### src/rtl/palette_nearest_color_16_macros.svh
// Assertion macros shared by the nearest palette color RTL.
// Included by the modules that carry concurrent assertions; no dependencies.
`ifndef PALETTE_NEAREST_COLOR_16_MACROS_SVH
`define PALETTE_NEAREST_COLOR_16_MACROS_SVH

`define PNC_ASSERT_IMPLY(lbl, clk, rst, ante, cons, msg) \
   lbl: assert property (@(posedge clk) disable iff (rst) (ante) |-> (cons)) \
      else $error(msg);

`define PNC_ASSERT_NEXT(lbl, clk, rst, ante, cons, msg) \
   lbl: assert property (@(posedge clk) disable iff (rst) (ante) |=> (cons)) \
      else $error(msg);

`endif

### src/rtl/pnc_pkg.sv
// Types, constants and helper functions of the nearest palette color block.
// No dependencies; imported by every RTL file but the assertion macro header.
`default_nettype none

package pnc_pkg;

   localparam int unsigned CHAN_W  = 8;
   localparam int unsigned SQ_W    = 2 * CHAN_W;
   localparam int unsigned DIST_W  = SQ_W + 2;
   localparam int unsigned INDEX_W = 4;

   localparam logic [DIST_W-1:0] DIST_MAX = DIST_W'(3 * 255 * 255);
   localparam logic [DIST_W-1:0] DIST_PAD = '1;

   typedef enum logic {
      MODE_LOAD  = 1'b0,
      MODE_PIXEL = 1'b1
   } pnc_mode_type;

   typedef logic [CHAN_W-1:0] pnc_chan_type;

   typedef struct packed {
      pnc_chan_type red;
      pnc_chan_type green;
      pnc_chan_type blue;
   } pnc_rgb_type;

   typedef struct packed {
      logic [SQ_W-1:0] red;
      logic [SQ_W-1:0] green;
      logic [SQ_W-1:0] blue;
   } pnc_sq_type;

   typedef struct packed {
      logic valid;
      logic last;
   } pnc_tag_type;

   function automatic pnc_chan_type abs_diff(input pnc_chan_type a, input pnc_chan_type b);
      return (a > b) ? (a - b) : (b - a);
   endfunction

endpackage

`default_nettype wire

### src/rtl/pnc_diff.sv
// Palette register file and first pipeline stage (per-entry channel differences).
// Depends on pnc_pkg and the assertion macro header.
`default_nettype none
`include "palette_nearest_color_16_macros.svh"

module pnc_diff import pnc_pkg::*; #(
   parameter int unsigned ENTRIES = 16
) (
   input  wire logic               clock,
   input  wire logic               reset,
   input  wire logic               advance,
   input  wire logic               load_write,
   input  wire logic [INDEX_W-1:0] entry_index,
   input  wire pnc_rgb_type        color,
   input  wire pnc_tag_type        tag_s0,
   output pnc_rgb_type             diff [ENTRIES],
   output pnc_tag_type             tag
);

   localparam int unsigned IDX_W = $clog2(ENTRIES);
   localparam int unsigned SEL_W = IDX_W + INDEX_W;

   pnc_rgb_type palette_ff [ENTRIES];
   pnc_rgb_type diff_in [ENTRIES];
   pnc_rgb_type diff_ff [ENTRIES];
   logic [ENTRIES-1:0] hit;
   pnc_tag_type tag_ff;

   for (genvar i = 0; i < ENTRIES; i++) begin : g_lane
      localparam logic [SEL_W-1:0] LANE = SEL_W'(i);

      assign hit[i] = load_write && ({{IDX_W{1'b0}}, entry_index} == LANE);

      always_ff @(posedge clock) begin
         if (reset) begin
            palette_ff[i] <= '0;
         end else if (hit[i]) begin
            palette_ff[i] <= color;
         end
      end

      always_comb begin
         diff_in[i].red   = abs_diff(color.red, palette_ff[i].red);
         diff_in[i].green = abs_diff(color.green, palette_ff[i].green);
         diff_in[i].blue  = abs_diff(color.blue, palette_ff[i].blue);
      end

      always_ff @(posedge clock) begin
         if (advance) begin
            diff_ff[i] <= diff_in[i];
         end
      end

      assign diff[i] = diff_ff[i];
   end

   always_ff @(posedge clock) begin
      if (reset) begin
         tag_ff <= '0;
      end else if (advance) begin
         tag_ff <= tag_s0;
      end
   end

   assign tag = tag_ff;

   `PNC_ASSERT_NEXT(a_load_silent, clock, reset, load_write, !tag_ff.valid, "load entered the pipeline")

endmodule

`default_nettype wire

### config.mk
export PLATFORM = sky130hd
export DESIGN_NAME = pnc_diff
export DESIGN_NICKNAME = d
export VERILOG_FILES = /design/src/rtl/pnc_pkg.sv /design/src/rtl/pnc_diff.sv
export VERILOG_INCLUDE_DIRS = /design/src /design/src/rtl
export SDC_FILE = /design/constraint.sdc
export NUM_CORES = 2
export LEC_CHECK = 0
export BUFFER_PORTS_ARGS = -buffer_cell sky130_fd_sc_hd__buf_4
export CAP_MARGIN = 10
export CORE_UTILIZATION = 58
export CTS_CLUSTER_DIAMETER = 120
export CTS_CLUSTER_SIZE = 8
export DETAILED_ROUTE_END_ITERATION = 8
export PLACE_DENSITY = 0.73
export SLEW_MARGIN = 40
export SYNTH_ARGS = -nofsm -noshare
export SYNTH_HDL_FRONTEND = slang
export SYNTH_SLANG_ARGS = --single-unit
### constraint.sdc
create_clock -name clock -period 4.3 [get_ports clock]
set_input_delay 0.43 -clock clock [delete_from_list [all_inputs] [get_ports clock]]
set_output_delay 0.43 -clock clock [all_outputs]
set_load 0.005 [all_outputs]
After elaboration in Yosys (flattened, before gate mapping). Memory sizes are Yosys's and may differ from the RTL's. Index checks and enable logic that the tools add are counted.

Register bits: 2. Memory bits (writable): 768. Input bits: 34. Output and inout port bits: 386. Logic and storage cells: 312. Memories kept: 2.

Add/subtract/negate cells: 96. $lt $le $gt $ge: 48. Equality and inequality tests: 15. Multiplexer cells: 116. Bitwise gates (word level): 16. Reductions and logical operators: 17.

Memories: diff_ff (words 16, width 24, read ports 16, clocked after Yosys merged registers in 0, wr ports 16, RTL line pnc_diff.sv:25) `pnc_rgb_type diff_ff [ENTRIES];`; palette_ff (words 16, width 24, read ports 16, clocked after Yosys merged registers in 0, wr ports 16, RTL line pnc_diff.sv:23) `pnc_rgb_type palette_ff [ENTRIES];`.

Operators by type and width (number): $sub 8x8->8 (96); $gt 8x8->1 (48); $mux 24 (16); $mux 8 (48); $mux 1 (52); $eq 4x4->1 const B (8); $eq 4x3->1 const B (4); $logic_and 1x1->1 (16); $or 1x1->1 (16); $eq 4x2->1 const B (2); $eq 4x1->1 const B (1); $logic_not 4->1 (1).

Depth between registers and ports, before layout.
Word-level depth: 6. Mapped depth: 10. Depth with buffers taken out: 8.

Least setup slack after synthesis. No wires, ideal clock.

Path kind: in2reg. From: input port color[1] (netlist name). To: memory diff_ff[1][174] (netlist name), data pin. Setup time: 261 ps. Arrival: 3421 ps. Data required time: 4039 ps. Path slack: 618 ps. Cell stages on the path: 9. Buffers on the path: 2. Cells stage by stage: clkinv_1 -> clkbuf_1 -> fa_1 -> nand3b_1 -> a21oi_1 -> o22a_1 -> buf_6 -> mux2_4 -> xor2_1.

RTL lines: from (decl) (RTL line pnc_diff.sv:14) `input wire pnc_rgb_type color,`; to (decl) (RTL line pnc_diff.sv:25).

==> results list <==
- Clock sink count: 770
- Number of port buffers: 419
- CTS built an H-tree with a depth of 3.
- Cell chosen for the clock root: sky130_fd_sc_hd__clkbuf_16
- Final weighted congestion in routability-driven placement: 0.952
- Slew at the pin closest to its max-slew limit: 0.883 ns
* Final critical-path setup slack: 1.27 ns
- For this run, design rule violations remaining after detail routing come to 0.
* Rel. slew slack: 41.1%
* Syn avg cell area: 10.9 um^2
- Detailed placement finished with a half-perimeter wire length of 110000 um.
- Of the total synthesized cell area, the portion taken by XOR and XNOR cells is 4.47%.
* Achievable frequency: 330 MHz
- Synthesis handed over a netlist of 5186 instances.
- After clock tree synthesis, the clock-pin slew on the worst setup and hold paths is 0.05 ns.
* Effective utilization at floorplan: 58.4%
- The worst setup path is launched from an input port.
- The pre-antenna-repair detailed-routing pass consisted of 6 iterations.
* Main combinational cell family by area after synthesis: adder cells
- Share of cells above drive strength 1: 12.9%
- Standard cell area after detailed placement: 0.0605 mm^2
* Type of the setup path with the least slack: input port to register
- Worst endpoint required time: 4.72 ns
- Yosys mapped the design onto 40 distinct sky130hd cell types.
* Biggest area consumer among synthesized cells: sky130_fd_sc_hd__edfxtp_1
* VDD IR-drop max: 0.314 mV
* Adder-cell share of the synthesized area: 19.4%
* Cell with the most instances after synthesis: sky130_fd_sc_hd__edfxtp_1
* Number of max-cap violations: 0
- In this run the biggest area consumer among cell types represents 40.9% of the synthesized area.
- The routed design could run at a clock period as short as 3.03 ns.
* Share of the yosys chip area belonging to registers: 40.9%
- Total global-route track usage: 31.8%
* Wire length of the first global-routing pass: 242000 um
* Largest net degree at the start of global routing: 91
- The min-delay analysis places its worst path in the category input port to register.
- Prior to clock tree synthesis, the placed netlist has a worst setup slack of 0.627 ns.
- Nets in the synthesized netlist: 6036
- Inserted Clock Buffers: 106
- After clock tree synthesis, the setup repair step added 0 buffers.
- After detailed routing, the average wire length per cell comes to 23.5 um.
- Hold Vio Cnt, Final: 0
- Final cell count without fillers: 6778
* Post-Route Setup TNS: 0 ns
- Area of the core: 0.0966 mm^2
- The clock passes through at most 3 buffers.
* Detailed router's first-iteration violation count: 4021
- Clock insertion delay at the later pin of the skew report: 0.68 ns
- Largest fanout on the critical path: 10
- After synthesis the netlist holds a flip-flop and latch count of 770.
- Simple logic cell fraction of the synthesized area: 8.37%
- Status: completed
* Crit. End Element: register
- Top cells by area in the synthesized netlist: sky130_fd_sc_hd__edfxtp_1 (41%), sky130_fd_sc_hd__ha_1 (16%), sky130_fd_sc_hd__mux2i_1 (6.0%), sky130_fd_sc_hd__fa_1 (3.4%), sky130_fd_sc_hd__nor3_1 (3.0%)
* Setup repair after global routing missed its margin: false
- Post-Route Skew: 0.0233 ns
* Max Transition Viols Final: 0
- With fillers left out, the area of the finished cells amounts to 0.0635 mm^2.
- Among all flip-flop cells after synthesis, the most frequent one is sky130_fd_sc_hd__edfxtp_1.
* Number of synthesis warnings: 0
* Wire length after detailed routing: 160000 um
* Antenna violations before repair: 4
* Async set or reset register ratio after synthesis: 0%
* Die width: 314 um
- Data arrives at the worst endpoint at 3.45 ns.
- Utilization after layout: 65.7%
- Final worst-path cycle share: 70.5%
* Commonest cells in the netlist: sky130_fd_sc_hd__edfxtp_1 (768), sky130_fd_sc_hd__ha_1 (720), sky130_fd_sc_hd__inv_1 (432), sky130_fd_sc_hd__mux2i_1 (337), sky130_fd_sc_hd__nor3_1 (336)
- The floorplan step defined a die boundary enclosing 0.0985 mm^2.
- Area overhead of the layout relative to synthesis: 12.5%
- From bottom edge to top edge, the die measures 314 um.
- Remaining global-route overflow: 0
* Residual antenna-violating net count after detailed routing: 0
- Via count of the first global-routing pass: 41300
- After the last flow step, the layout net total stands at 6323.
* Via/cell ratio: 6.28
- The synthesized netlist occupies a cell area of 0.0564 mm^2.
- Multiplexer area fraction after synthesis: 6.00%
- Leakage: 27.3 nW
- The synthesized netlist devotes 14.4% of its cell area to compound gates.
* Pwr dens: 379 mW/mm^2
- The routed layout has 42600 vias.
- Number of synthesized flops with an enable pin: 768
- Setup violations remaining at the end of the flow were counted as 0.
* I/O pin count: 420
* Placed instance count: 6637
* Clock tree from TritonCTS: done
- Std-Cell Rows: 114
[metal layers]
layer	up-vias	GRT usage (%)	share of wire (%)
met5	-	0	0.028
met4	6	12.4	3.9
met1	20900	43.4	43
li1	19600	-	-
met2	1799	51.3	46
met3	328	4.53	7.2
[sequential cells by signal, indices dropped and copies added (netlist names)]
name	count
tag	2
palette_ff	384
diff_ff	384
[through the flow]
stage / hold WS, ns / total power, mW
floorplan: 0.485 / 14.0
global placement: 0.485 / 16.3
detailed placement: 0.500 / 16.4
CTS: 0.0101 / 24.1
global route: 0.0855 / 25.1
finish: 0.0526 / 24.0
[repair_timing]
item | 4_1_cts | 5_1_grt
hold buffers | 1 | 0
resized for setup | 0 | 0
setup endpoints to repair | 0 | 0
hold endpoints to repair | 1 | 0
[area by class of cell]
class	count	area [um^2]
tap	1276	1600
clock inverter	3	26.3
antenna	2	5.00
multi-input combinational	3621	29900
fill	7607	33100
clock buffer	132	2810
timing repair buffer	521	4290
inverter	453	1700
sequential	770	23100
[final timing paths]
kind,start,endpoint,slack (ns),cells after the start
worst max-delay path,color[0],diff_ff[1][174],1.27,10
worst min-delay path,tag_s0[0],tag[0],0.05,3
worst max register to register,palette_ff[0][72],diff_ff[0][74],1.73,7
worst min register to register,tag[1],tag[1],0.51,2
[cell families (layout without fill, tap and decap cells)]
group,count (synthesis),after routing
AOI/OAI and AO/OA,1238,1238
and+or+nand+nor,941,941
adders and majority gates,816,816
buffers and inverters,795,1109
DFF,770,770
muxes,338,338
xor gates and xnor gates,288,288
other,0,2
[worst max-delay path, cell delays in order]
cell and delay [ns]:
sky130_fd_sc_hd__buf_4 0.09, sky130_fd_sc_hd__clkinv_1 0.60, sky130_fd_sc_hd__buf_4 0.45, sky130_fd_sc_hd__ha_1 0.24, sky130_fd_sc_hd__fa_1 0.39, sky130_fd_sc_hd__nand3b_1 0.19
sky130_fd_sc_hd__a21oi_1 0.14, sky130_fd_sc_hd__o22a_1 0.42, sky130_fd_sc_hd__mux2_4 0.34, sky130_fd_sc_hd__xor2_1 0.14
[where the power goes]
group	switching (mW)	internal [mW]
combinational	3.62	2.79
clock	3.15	4.47
sequential	0.550	9.45
[cells in the final DEF (no fill, tap or decap), types with 4 or more instances in the layout]
master	Yosys	layout
sky130_fd_sc_hd__and3_1	47	47
sky130_fd_sc_hd__inv_1	432	432
sky130_fd_sc_hd__nand3b_1	71	71
sky130_fd_sc_hd__a21oi_2	12	12
sky130_fd_sc_hd__xnor2_1	96	96
sky130_fd_sc_hd__buf_12	0	9
sky130_fd_sc_hd__edfxtp_1	768	768
sky130_fd_sc_hd__a211oi_2	29	29
sky130_fd_sc_hd__buf_16	0	8
sky130_fd_sc_hd__a21oi_1	270	270
sky130_fd_sc_hd__xor2_1	192	192
sky130_fd_sc_hd__nand2_1	218	214
sky130_fd_sc_hd__buf_4	3	489
sky130_fd_sc_hd__o22a_1	47	47
sky130_fd_sc_hd__clkbuf_16	0	110
sky130_fd_sc_hd__nand4_1	96	96
sky130_fd_sc_hd__o21ai_0	263	263
sky130_fd_sc_hd__a211oi_1	155	155
sky130_fd_sc_hd__a21o_1	150	150
sky130_fd_sc_hd__and2_1	48	48
sky130_fd_sc_hd__clkbuf_1	117	23
sky130_fd_sc_hd__a31oi_1	150	150
sky130_fd_sc_hd__buf_8	0	11
sky130_fd_sc_hd__o21bai_4	0	16
sky130_fd_sc_hd__ha_1	720	720
sky130_fd_sc_hd__a311oi_1	94	94
sky130_fd_sc_hd__nand2_4	0	4
sky130_fd_sc_hd__nor3_1	336	336
sky130_fd_sc_hd__nor2_1	114	113
sky130_fd_sc_hd__mux2i_1	337	337
sky130_fd_sc_hd__clkinv_1	21	18
sky130_fd_sc_hd__fa_1	96	96
sky130_fd_sc_hd__o21bai_1	63	47
(Power assumes the default switching activity.)
