File: src/rtl/palette_nearest_color_16_macros.svh
// Assertion macros shared by the nearest palette color RTL.
// Included by the modules that carry concurrent assertions; no dependencies.
`ifndef PALETTE_NEAREST_COLOR_16_MACROS_SVH
`define PALETTE_NEAREST_COLOR_16_MACROS_SVH

`define PNC_ASSERT_IMPLY(lbl, clk, rst, ante, cons, msg) \
   lbl: assert property (@(posedge clk) disable iff (rst) (ante) |-> (cons)) \
      else $error(msg);

`define PNC_ASSERT_NEXT(lbl, clk, rst, ante, cons, msg) \
   lbl: assert property (@(posedge clk) disable iff (rst) (ante) |=> (cons)) \
      else $error(msg);

`endif

File: src/rtl/pnc_pkg.sv
// Types, constants and helper functions of the nearest palette color block.
// No dependencies; imported by every RTL file but the assertion macro header.
`default_nettype none

package pnc_pkg;

   localparam int unsigned CHAN_W  = 8;
   localparam int unsigned SQ_W    = 2 * CHAN_W;
   localparam int unsigned DIST_W  = SQ_W + 2;
   localparam int unsigned INDEX_W = 4;

   localparam logic [DIST_W-1:0] DIST_MAX = DIST_W'(3 * 255 * 255);
   localparam logic [DIST_W-1:0] DIST_PAD = '1;

   typedef enum logic {
      MODE_LOAD  = 1'b0,
      MODE_PIXEL = 1'b1
   } pnc_mode_type;

   typedef logic [CHAN_W-1:0] pnc_chan_type;

   typedef struct packed {
      pnc_chan_type red;
      pnc_chan_type green;
      pnc_chan_type blue;
   } pnc_rgb_type;

   typedef struct packed {
      logic [SQ_W-1:0] red;
      logic [SQ_W-1:0] green;
      logic [SQ_W-1:0] blue;
   } pnc_sq_type;

   typedef struct packed {
      logic valid;
      logic last;
   } pnc_tag_type;

   function automatic pnc_chan_type abs_diff(input pnc_chan_type a, input pnc_chan_type b);
      return (a > b) ? (a - b) : (b - a);
   endfunction

endpackage

`default_nettype wire

File: src/rtl/pnc_argmin.sv
// Registered comparison tree that selects the nearest entry, one tree level per stage.
// Depends on pnc_pkg and the assertion macro header.
`default_nettype none
`include "palette_nearest_color_16_macros.svh"

module pnc_argmin import pnc_pkg::*; #(
   parameter int unsigned ENTRIES = 16
) (
   input  wire logic                         clock,
   input  wire logic                         reset,
   input  wire logic                         advance,
   input  wire logic [DIST_W-1:0]            distance [ENTRIES],
   input  wire pnc_tag_type                  dist_tag,
   output logic [$clog2(ENTRIES)-1:0]        win_index,
   output pnc_tag_type                       tag
);

   localparam int unsigned IDX_W  = $clog2(ENTRIES);
   localparam int unsigned LEVELS = IDX_W;
   localparam int unsigned LEAVES = 1 << LEVELS;
   localparam int unsigned NODES  = LEAVES - 1;

   logic [DIST_W-1:0] leaf_dist [LEAVES];
   logic [IDX_W-1:0]  leaf_idx [LEAVES];
   logic [DIST_W-1:0] node_dist_ff [NODES];
   logic [IDX_W-1:0]  node_idx_ff [NODES];
   pnc_tag_type       depth_tag_ff [LEVELS];

   for (genvar i = 0; i < LEAVES; i++) begin : g_leaf
      assign leaf_idx[i] = IDX_W'(i);
      if (i < ENTRIES) begin : g_real
         assign leaf_dist[i] = distance[i];
      end else begin : g_pad
         assign leaf_dist[i] = DIST_PAD;
      end
   end

   for (genvar k = 0; k < NODES; k++) begin : g_node
      localparam int unsigned LEFT  = 2 * k + 1;
      localparam int unsigned RIGHT = 2 * k + 2;
      logic [DIST_W-1:0] l_dist, r_dist;
      logic [IDX_W-1:0]  l_idx, r_idx;

      if (LEFT >= NODES) begin : g_from_leaf
         assign l_dist = leaf_dist[LEFT - NODES];
         assign l_idx  = leaf_idx[LEFT - NODES];
         assign r_dist = leaf_dist[RIGHT - NODES];
         assign r_idx  = leaf_idx[RIGHT - NODES];
      end else begin : g_from_node
         assign l_dist = node_dist_ff[LEFT];
         assign l_idx  = node_idx_ff[LEFT];
         assign r_dist = node_dist_ff[RIGHT];
         assign r_idx  = node_idx_ff[RIGHT];
      end

      // The right side wins only when strictly nearer, so the lower index keeps ties.
      always_ff @(posedge clock) begin
         if (advance) begin
            if (r_dist < l_dist) begin
               node_dist_ff[k] <= r_dist;
               node_idx_ff[k]  <= r_idx;
            end else begin
               node_dist_ff[k] <= l_dist;
               node_idx_ff[k]  <= l_idx;
            end
         end
      end
   end

   for (genvar d = 0; d < LEVELS; d++) begin : g_depth
      pnc_tag_type depth_tag_in;

      if (d == LEVELS - 1) begin : g_bottom
         assign depth_tag_in = dist_tag;
      end else begin : g_upper
         assign depth_tag_in = depth_tag_ff[d + 1];
      end

      always_ff @(posedge clock) begin
         if (reset) begin
            depth_tag_ff[d] <= '0;
         end else if (advance) begin
            depth_tag_ff[d] <= depth_tag_in;
         end
      end
   end

   assign win_index = node_idx_ff[0];
   assign tag       = depth_tag_ff[0];

   `PNC_ASSERT_IMPLY(a_root_dist, clock, reset, depth_tag_ff[0].valid,
      node_dist_ff[0] <= DIST_MAX, "padding lane won the search")
   `PNC_ASSERT_IMPLY(a_root_index, clock, reset, depth_tag_ff[0].valid,
      (IDX_W + 1)'(node_idx_ff[0]) < (IDX_W + 1)'(ENTRIES), "winner outside the palette")

endmodule

`default_nettype wire

File: config.mk
export PLATFORM = sky130hd
export DESIGN_NAME = pnc_argmin
export DESIGN_NICKNAME = d
export VERILOG_FILES = /design/src/rtl/pnc_pkg.sv /design/src/rtl/pnc_argmin.sv
export VERILOG_INCLUDE_DIRS = /design/src /design/src/rtl
export SDC_FILE = /design/constraint.sdc
export NUM_CORES = 1
export LEC_CHECK = 0
export BUFFER_PORTS_ARGS = -buffer_cell sky130_fd_sc_hd__buf_4
export CAP_MARGIN = 20
export CORE_MARGIN = 3
export CORE_UTILIZATION = 58
export DETAILED_ROUTE_END_ITERATION = 12
export PLACE_DENSITY = 0.8
export SYNTH_ARGS = -nofsm -noshare
export SYNTH_HDL_FRONTEND = slang
export SYNTH_SLANG_ARGS = --single-unit
File: constraint.sdc
create_clock -name clock -period 3.2 [get_ports clock]
set_input_delay 0.32 -clock clock [delete_from_list [all_inputs] [get_ports clock]]
set_output_delay 0.32 -clock clock [all_outputs]
set_load 0.1 [all_outputs]
# --- Word level (Yosys, flattened, before mapping) ---
# Memories as Yosys holds them, arrays and structs flattened.
# Cells that the tools add are included.
word_totals:
  regBits: 0
  ram_bits: 338
  inputBits: 293
  elab_cells: 181
  mem_count: 3
classes:
  magnitude_cmp: 15
  muxes: 129
  bitwise_logic: 34
mem_list:
  columns: ["name", "depth", "word_bits", "rd", "rd_ports_with_merged_regs", "wr", "line", "source"]
  rows:
  - ["node_dist_ff", 15, 18, 14, 0, 15, "pnc_argmin.sv:25", "logic [DIST_W-1:0] node_dist_ff [NODES];"]
  - ["node_idx_ff", 15, 4, 15, 0, 15, "pnc_argmin.sv:26", "logic [IDX_W-1:0] node_idx_ff [NODES];"]
  - ["depth_tag_ff", 4, 2, 4, 0, 4, "pnc_argmin.sv:27", "pnc_tag_type depth_tag_ff [LEVELS];"]
ops:
  columns: ["op", "count"]
  rows:
  - ["18-bit less-than comparator", 15]
  - ["18-bit two-way mux", 15]
  - ["1-bit two-way mux", 95]
  - ["4-bit two-way mux", 15]
  - ["1-bit bitwise OR", 34]
  - ["2-bit two-way mux", 4]

# --- Depth between registers and ports, before layout ---
# Gate-level depths: netlist of the first run.
# An unclocked memory read counts as a cell.
depth:
  word_depth: 6
  mapped_depth: 10
  depth_no_buf: 8

# --- Least setup slack after synthesis of the first run ---
# OpenSTA, ideal clock, no wires.
synth_timing:
  path_type: "input to register"
  start: "in distance[277] (netlist bit)"
  end: "mem node_dist_ff[0][134] (netlist bit) (data pin)"
  arrival_ps: 2233
  required_time_ps: 2940
  slack_ps: 706
  path_stages: 9
  n_path_buf: 1
  path_cell_list: "inv_1 > ha_1 > a21o_1 > a21o_1 > a221o_1 > a31o_1 > a22oi_4 > buf_12 > mux2_4"
synth_lines:
  columns: ["element", "line", "source"]
  rows:
  - ["from (decl)", "pnc_argmin.sv:12", "input wire logic [DIST_W-1:0] distance [ENTRIES],"]
  - ["to (decl)", "pnc_argmin.sv:25", null]

==> results of run 1 <==
-- kinds of logic (layout without fill, tap and decap cells) --
| logic type | Yosys count | in the layout | synth area share |
|---|---|---|---|
| simple gates | 168 | 168 | 0.0481 |
| buf+inv | 308 | 645 | 0.0680 |
| mux | 264 | 264 | 0.166 |
| compound gates | 228 | 228 | 0.0772 |
| flops | 286 | 286 | 0.467 |
| fa+ha+maj | 255 | 255 | 0.174 |
-- synth_stat cells, types with 2 or more instances --
library cell	instances	area, um^2
a211o_1	3	26.3
a211oi_1	12	90.1
a21o_1	36	270
a21oi_1	101	505
a21oi_2	2	17.5
a221o_1	5	50.1
a31o_1	2	17.5
a32oi_1	5	43.8
and2_1	8	50.1
and3_1	2	12.5
and4_1	5	43.8
buf_12	2	40.0
buf_2	18	90.1
buf_4	6	45.0
buf_6	2	22.5
clkbuf_1	17	63.8
edfxtp_1	285	8560
ha_1	255	3190
inv_1	263	987
mux2_1	3	33.8
mux2_2	243	2740
mux2_4	18	270
nand2_1	39	146
nand2b_1	15	93.8
nand3_1	29	145
nand4_1	30	188
nor2_1	18	67.6
nor2b_1	2	12.5
nor3_1	8	40.0
nor4_1	6	37.5
nor4b_1	2	17.5
o211ai_1	2	15.0
o21a_1	5	37.5
o21ai_0	41	205
o22ai_1	4	25.0
or4_1	2	15.0
-- through the flow --
stage | setup slack, ns | std cells
global placement | 0.470 | 2187
CTS | 0.499 | 2242
finish | 0.516 | 2242
floorplan | 0.706 | 1509
detailed placement | 0.416 | 2187
global route | 0.361 | 2242
-- state kept, by name, summed over array words and instances (netlist names) --
| signal | flops |
|---|---|
| node_dist_ff | 252 |
| node_idx_ff | 26 |
| depth_tag_ff | 8 |
-- metal layers --
layer	share of wire	wire, um	GRT usage
met5	0	0	0
met4	0.019	768	0.0484
met3	0.064	2560	0.0479
met2	0.49	19700	0.411
met1	0.42	16800	0.299
-- final timing paths --
kind / start / end / slack, ns / depth (start not counted)
min reg2reg: node_idx_ff[1][0] / node_idx_ff[1][0] / 0.49 / 1
max: node_dist_ff[1][97] / node_dist_ff[0][117] / 0.52 / 9
max reg2reg: node_dist_ff[1][97] / node_dist_ff[0][117] / 0.52 / 9
min: distance[286] / node_dist_ff[0][142] / 0.07 / 2
-- power groups by stage --
| stage | sequential [mW] | combinational [mW] | clock (mW) |
|---|---|---|---|
| 6_report | 4.90 | 2.37 | 3.34 |
| 2_1_floorplan | 4.89 | 1.55 | 0 |
| 3_5_place_dp | 4.97 | 2.35 | 0 |
| 3_3_place_gp | 4.95 | 2.25 | 0 |
| 5_1_grt | 4.94 | 2.67 | 3.55 |
| 4_1_cts | 4.90 | 2.38 | 3.40 |
-- critical path, delay by kind of cell, from the launching register on --
kind                       cells  cell delay, ns
DFF                            1            0.38
buffers and inverters          2            0.31
AOI/OAI and AO/OA              5            1.13
adders and majority gates      1            0.24
muxes                          1            0.36
-- cell type report --
cell class,count,area [um^2],area share
timing repair buffer,327,2490,0.113
sequential,286,8580,0.389
inverter,263,987,0.0448
clock buffer,40,788,0.0358
tap,396,495,0.0225
clock inverter,15,155,0.00704
multi-input combinational,915,8540,0.388
-- cells in the final DEF (no fill, tap or decap), types with 2 or more instances in the layout --
cell type  instances
a32oi_1            5
nor4_1             6
a211o_1            3
inv_1            263
a21oi_1           99
clkinv_1           8
bufinv_16          3
a21o_1            36
a221o_1            5
clkbuf_16         30
nor3_1             8
ha_1             255
o21a_1             5
or4_1              2
o22ai_1            4
mux2_4            18
o211ai_1           2
buf_4            324
nand3_1           29
mux2_2           243
and2_1             8
buf_12             2
and4_1             5
nand2b_1          15
a211oi_1          12
a21oi_2            4
nor2b_1            2
o21ai_0           41
nor4b_1            2
a31o_1             2
edfxtp_1         285
nand4_1           30
and3_1             2
mux2_1             3
nor2_1            18
clkbuf_1          10
nand2_1           39
clkinv_2           2
==> flow_metrics.tcl, run 1 <==
set metrics [dict create \
    routedWlPerCell_um 17.8 \
    path_common_cell "a21o_1" \
    max_freq_mhz 373 \
    die-area_um2 33800 \
    clkTransAtPathRegs_ns 0.06 \
    post_drt_via_cell_ratio 5.57 \
    route.detailed.drc 0 \
    ys_ff_latch 286 \
    first_pass_iters 6 \
    track_usage 0.233 \
    postRouteAntennaNets 0 \
    path_cells "inv_1 -> ha_1 -> a21o_1 -> a21o_1 -> a221o_1 -> a31o_2 -> a21oi_2 -> buf_4 -> mux2_2" \
    wl_um 39800 \
    syn_area_um2 18400 \
    fin_util 0.713 \
    die_x_um 184 \
    worstPathMaxFanout 12 \
    clockRootBuffer "clkbuf_16" \
    cp_slowest_stage_delay_ns 0.38 \
    grt_max_degree 97 \
    synthArstFlopShare 0 \
    p_int_mw 7.85 \
    insertion_delay_ns 0.56 \
    startpoint_type "flop" \
    yosysWarnings 0 \
    rsz0062_at_grt "false" \
    finalHoldViolCount 0 \
    p_switching_mw 2.76 \
    cts_tree "built" \
    dr_total_vias 12500 \
    hpwlAfterDp_um 31700 \
    ys_seq_area_frac 0.467 \
    power.share.switching 0.260 \
    synth_edf_count 285 \
    cp.arrival_ns 2.98 \
    synthesis.nets 2057 \
    syn_avg_cell_area_um2 12.2 \
    routabilityCongestion 0.859 \
    grt_pass1_vias 13100 \
    yosysUniqueCellTypes 49 \
    final_max_slew_viol_count 0 \
    tightest_slew_ns 0.871 \
    hp-class "in2reg" \
    power_mw 10.6 \
    initial_core_util 0.594 \
    hold_slack_ns 0.0706 \
    layout-drive-gt1-share 0.344 \
    dieHeight_um 184 \
    setup_viol 0 \
    max_slew_margin 0.419 \
    drt_iter0_markers 793 \
    port_buffers 298 \
    num_rows 64 \
    design_area_um2 22000 \
    cts_setup_buffers 0 \
    p_per_area_nw_per_um2 482 \
    io_pins 299 \
    peakVddDrop_mv 0.414 \
    drv_cap 0 \
    power.share.sequential 0.462 \
    cts_hold_buf 0 \
    synth_cells 1509 \
    cts-resized-gates 0 \
    synth_top_flop_cell "edfxtp_1" \
    fillers 2183 \
    clock_path_buffers 3 \
    final_net_count 2371 \
    p_leak_nw 10.3 \
    cts.sinks 286 \
    worst_setup_path_end_kind "flop" \
    finalCriticalPeriod_ns 2.68 \
    numCtsBuffers 30 \
    fin_skew_ns 0.0124 \
    antenna_found_initial 1 \
    htreeDepth 1 \
    cp.required_ns 3.50 \
    grt_pass1_wl_um 63500 \
    placed_area_um2 21100 \
    crit_slowest_cell "edfxtp_1" \
    area.growth.synth_to_final_pct 20.0 \
    core_area_um2 30900 \
    fin_crit_sh 0.839 \
    diodes 0 \
    globalRouteOverflowTotal 0 \
    setup_tns_ns 0 \
    power_frac_clock 0.315 \
    power_frac_comb 0.224 \
    status "finished clean" \
    path_class "reg2reg" \
]
Note: power is estimated with default switching activity, not from simulation.
==> run 2: changes to the inputs <==
--- a/config.mk
+++ b/config.mk
@@ -9,9 +9,9 @@
 export BUFFER_PORTS_ARGS = -buffer_cell sky130_fd_sc_hd__buf_4
 export CAP_MARGIN = 20
 export CORE_MARGIN = 3
-export CORE_UTILIZATION = 58
+export CORE_UTILIZATION = 52
 export DETAILED_ROUTE_END_ITERATION = 12
-export PLACE_DENSITY = 0.8
+export PLACE_DENSITY = 0.75
 export SYNTH_ARGS = -nofsm -noshare
 export SYNTH_HDL_FRONTEND = slang
 export SYNTH_SLANG_ARGS = --single-unit
==> constraint.sdc (replaced) <==
create_clock -name clock -period 2.3 [get_ports clock]
set_input_delay 0.23 -clock clock [delete_from_list [all_inputs] [get_ports clock]]
set_output_delay 0.23 -clock clock [all_outputs]
set_load 0.1 [all_outputs]
==> flow_metrics.tcl, run 2 (synthesized netlist as in run 1, its figures left out) <==
set metrics [dict create \
    tightest_slew_ns 1.05 \
    path_common_cell "a21o_1" \
    finalCriticalPeriod_ns 2.62 \
    layout-drive-gt1-share 0.377 \
    status "finished, violations left" \
    max_slew_margin 0.301 \
    fin_skew_ns 0.0102 \
    die_x_um 194 \
    hpwlAfterDp_um 32500 \
    htreeDepth 1 \
    cp_top_family "compound AO/OA/AOI/OAI gates" \
    p_per_area_nw_per_um2 628 \
    cp_num_buf_inv 2 \
    pre_cts_ws_ns -0.422 \
    violations "negative setup slack" \
    wl_um 58900 \
    drt_iter0_markers 1059 \
    area.growth.synth_to_final_pct 47.1 \
    track_usage 0.269 \
    clockRootBuffer "clkbuf_16" \
    post_drt_via_cell_ratio 5.72 \
    crit_slowest_cell "edfxtp_1" \
    final_common_cell "buf_4" \
    path_cells "inv_1 -> ha_1 -> a21o_1 -> a21o_1 -> a221o_1 -> a31o_2 -> a21oi_2 -> buf_12 -> mux2_2" \
    max_freq_mhz 382 \
    worstPathMaxFanout 20 \
    grt_pass1_vias 15800 \
    antenna_found_initial 2 \
    grt_pass1_wl_um 82000 \
    cp_slowest_stage_delay_ns 0.37 \
    routedWlPerCell_um 22.3 \
    cts_tree "built" \
    hp-class "in2reg" \
    final_net_count 2711 \
    largest-register "node_dist_ff" \
    setup_viol 205 \
    peakVddDrop_mv 0.634 \
    mostFrequentLayoutCells "buf_4 (342), edfxtp_1 (285), dlygate4sd3_1 (274)" \
    postRouteAntennaNets 0 \
    initial_core_util 0.530 \
    cts.sinks 286 \
    hold_slack_ns 0.0128 \
    design_area_um2 27000 \
    rsz0062_at_grt "true" \
    first_pass_iters 5 \
    io_pins 299 \
    cp.arrival_ns 2.92 \
    numCtsBuffers 31 \
    placed_area_um2 21500 \
    insertion_delay_ns 0.57 \
    worst_setup_path_end_kind "flop" \
    fin_util 0.780 \
    largest_registers "node_dist_ff x252, node_idx_ff x26, depth_tag_ff x8" \
    grt_max_degree 105 \
    largest_reg_flops 252 \
    routabilityCongestion 0.850 \
    num_rows 68 \
    dr_total_vias 15100 \
    drv_cap 0 \
    final_max_slew_viol_count 0 \
    globalRouteOverflowTotal 0 \
    route.detailed.drc 0 \
    clkTransAtPathRegs_ns 0.06 \
    cp.required_ns 2.61 \
    dieHeight_um 194 \
    port_buffers 298 \
    finalHoldViolCount 0 \
    fin_crit_sh 1.14 \
    die-area_um2 37600 \
    core_area_um2 34600 \
    fillers 1814 \
    path_class "reg2reg" \
    setup_slack_ns -0.316 \
    startpoint_type "flop" \
    clock_path_buffers 3 \
    p_leak_nw 12.6 \
]
-- run 2: cell types whose count changed in the layout (fill, tap and decap cells not counted), sizes merged --
cell / change
clkinv: -1
clkbuf: +7
inv: +1
buf: +54
dlygate4sd3: +274
dlymetal6s4s: +6
bufinv: +1
diode: +2
-- run 2: worst paths after layout --
path / start / to / slack [ns] / cells after the start
setup / recovery: node_dist_ff[1][97] / node_idx_ff[0][24] / -0.32 / 9
setup reg to reg: node_dist_ff[1][97] / node_idx_ff[0][24] / -0.32 / 9
hold reg to reg: node_idx_ff[1][0] / node_idx_ff[1][0] / 0.50 / 1
hold / removal: distance[190] / node_dist_ff[1][28] / 0.01 / 2
-- run 2: report_power, final --
part           internal (mW)  switching [mW]
registers               6.49           0.393
logic                   2.65            2.17
clock network           3.13            2.12
-- run 2: cell type report --
class	count	area, um^2	area share
multi-input combinational	915	9750	0.361
sequential	286	8580	0.318
timing repair buffer	666	6040	0.224
inverter	263	992	0.0368
clock buffer	42	887	0.0329
tap	455	569	0.0211
clock inverter	16	180	0.00667
antenna	2	5.00	0.000185
-- run 2: what timing repair did --
item / in CTS / in global routing
hold endpoints to repair: 139 / 7
endpoints found under the setup margin: 119 / 234
setup buffers: 4 / 10
resized for setup: 141 / 181
pin swaps: 23 / 57
gates cloned: 10 / 9
hold buffers: 272 / 8
-- run 2: per-layer routing --
| layer | share of wire | up-vias | track usage |
|---|---|---|---|
| met5 | 0 | - | 0 |
| met4 | 0.042 | 0 | 0.0854 |
| met3 | 0.069 | 214 | 0.0433 |
| met2 | 0.51 | 780 | 0.483 |
| met1 | 0.38 | 7320 | 0.332 |
| li1 | - | 6822 | - |
-- run 2: worst reg2reg max path: stages, from the launching register on --
cell,delay [ns]
edfxtp_1,0.37
inv_1,0.05
ha_1,0.31
a21o_1,0.18
a21o_1,0.19
a221o_1,0.34
a31o_2,0.22
a21oi_2,0.17
buf_12,0.19
mux2_2,0.35
-- run 2: through the flow --
stage	TNS [ns]	total power, mW	instances
floorplan	-1.73	8.97	1509
global placement	-26.94	10.2	2279
detailed placement	-36.49	10.3	2279
CTS	-8.89	16.2	2623
global route	-33.87	17.6	2645
finish	-22.76	17.0	2645
==> run 3: changes to the inputs <==
--- a/config.mk
+++ b/config.mk
@@ -9,9 +9,9 @@
 export BUFFER_PORTS_ARGS = -buffer_cell sky130_fd_sc_hd__buf_4
 export CAP_MARGIN = 20
 export CORE_MARGIN = 3
-export CORE_UTILIZATION = 52
+export CORE_UTILIZATION = 58
 export DETAILED_ROUTE_END_ITERATION = 12
-export PLACE_DENSITY = 0.75
+export PLACE_DENSITY = 0.8
 export SYNTH_ARGS = -nofsm -noshare
 export SYNTH_HDL_FRONTEND = slang
 export SYNTH_SLANG_ARGS = --single-unit
==> constraint.sdc (replaced) <==
create_clock -name clock -period 2.52 [get_ports clock]
set_input_delay 0.252 -clock clock [delete_from_list [all_inputs] [get_ports clock]]
set_output_delay 0.252 -clock clock [all_outputs]
set_load 0.1 [all_outputs]
==> flow_metrics.tcl, run 3 (synthesized netlist as in run 1, its figures left out) <==
set metrics [dict create \
    max_freq_mhz 380 \
    hpwlAfterDp_um 32400 \
    insertion_delay_ns 0.57 \
    routedWlPerCell_um 21.7 \
    status "finished, violations left" \
    path_common_cell "a21oi_1" \
    largest-register "node_dist_ff" \
    path_cells "dlygate4sd3_1 -> buf_4 -> ha_1 -> a21oi_1 -> o21ai_0 -> nor2_1 -> a21oi_1 -> a21oi_4 -> buf_6 -> mux2_2" \
    area.growth.synth_to_final_pct 35.9 \
    port_buffers 298 \
    power_mw 14.5 \
    largest_registers "node_dist_ff x252, node_idx_ff x26, depth_tag_ff x8" \
    placed_area_um2 21200 \
    drt_iter0_markers 1167 \
    cp.arrival_ns 2.95 \
    cp_top_family "buffers and inverters" \
    largest_reg_flops 252 \
    dr_total_vias 14500 \
    routabilityCongestion 0.852 \
    grt_max_degree 44 \
    tightest_slew_ns 0.496 \
    finalCriticalPeriod_ns 2.63 \
    antenna_found_initial 0 \
    cts_tree "built" \
    worst_setup_path_end_kind "flop" \
    diodes 0 \
    instances_no_fill 2481 \
    cp_slowest_stage_delay_ns 0.56 \
    htreeDepth 1 \
    fin_crit_sh 1.04 \
    p_leak_nw 11.6 \
    final_max_slew_viol_count 0 \
    drv_cap 0 \
    wl_um 53900 \
    startpoint "distance[87]" \
    final_common_cell "buf_4" \
    design_area_um2 24900 \
    crit_slowest_cell "dlygate4sd3_1" \
    clkTransAtPathRegs_ns 0.06 \
    final_net_count 2609 \
    timing.rr.start "node_dist_ff[1][97]" \
    rsz0062_at_grt "true" \
    hold_slack_ns 0.00930 \
    setup_slack_ns -0.110 \
    hp-start "distance[40]" \
    pre_cts_ws_ns -0.117 \
    max_slew_margin 0.667 \
    mostFrequentLayoutCells "buf_4 (320), edfxtp_1 (285), inv_1 (257)" \
    worstPathMaxFanout 8 \
    num_rows 64 \
    peakVddDrop_mv 0.718 \
    p_per_area_nw_per_um2 582 \
    numCtsBuffers 31 \
    route.detailed.drc 0 \
    violations "negative setup slack" \
    grt_pass1_vias 15500 \
    dieHeight_um 184 \
    setup_viol 56 \
    die_x_um 184 \
    io_pins 299 \
    core_area_um2 30900 \
    cp.required_ns 2.84 \
    layout-drive-gt1-share 0.335 \
    clockRootBuffer "clkbuf_16" \
    placed_cells 2195 \
    initial_core_util 0.594 \
    globalRouteOverflowTotal 0 \
    cts.sinks 286 \
    startpoint_type "primary input" \
    track_usage 0.293 \
    first_pass_iters 5 \
    postRouteAntennaNets 0 \
    finalHoldViolCount 0 \
    path_class "in2reg" \
    hp-class "in2reg" \
    clock_path_buffers 3 \
    post_drt_via_cell_ratio 5.86 \
    fin_skew_ns 0.0110 \
    die-area_um2 33800 \
    cp_num_buf_inv 3 \
    grt_pass1_wl_um 78900 \
]
==> run 3: layout make-up <==
cell class / count / area (um^2)
multi-input combinational: 915 / 8890
sequential: 286 / 8580
fill: 1562 / 5970
timing repair buffer: 564 / 5010
inverter: 263 / 987
clock buffer: 37 / 798
tap: 396 / 495
clock inverter: 20 / 190
==> run 3: metal layers <==
layer / global-route usage / share of wire / up-vias
met4: 0.107 / 0.043 / 0
met5: 0 / 0 / -
met2: 0.526 / 0.51 / 742
met3: 0.0402 / 0.070 / 189
li1: - / - / 6625
met1: 0.361 / 0.38 / 6985
==> run 3: path summary, 6_finish.rpt <==
| check | endpoint | slack, ns | cells past startpoint |
|---|---|---|---|
| worst min register to register | depth_tag_ff[0][0] | 0.52 | 1 |
| worst max register to register | node_dist_ff[0][122] | -0.05 | 9 |
| worst min-delay path | node_dist_ff[1][94] | 0.009 | 2 |
| worst max-delay path | node_dist_ff[1][75] | -0.11 | 10 |
==> run 3: worst reg2reg max path: cells and delay by family, from the launching register on <==
family                   cells  cell delay (ns)
adder cells (fa/ha/maj)      1             0.20
multiplexers                 1             0.32
flip-flops                   1             0.40
buffers and inverters        2             0.28
AO/OA/AOI/OAI                5             1.13
==> run 3: where the power goes <==
part	switching, mW	total, mW	internal (mW)
combinational	1.79	3.80	2.02
sequential	0.322	6.25	5.92
clock	1.90	4.47	2.57
total	4.01	14.5	10.5
==> run 3: through the flow <==
| stage | util | setup TNS, ns |
|---|---|---|
| after floorplan | - | 0 |
| after global placement | 0.686 | -1.08 |
| after detailed placement | 0.686 | -4.90 |
| after CTS | 0.790 | -0.803 |
| after global routing | 0.807 | -5.13 |
| final | 0.807 | -2.58 |
==> run 3: timing repair <==
item / CTS / global route
resized for setup: 27 / 91
endpoints found under the hold margin: 120 / 0
pin swaps: 5 / 22
setup buffers: 0 / 7
gates cloned: 2 / 11
hold buffers: 213 / 0
setup endpoints to repair: 21 / 208
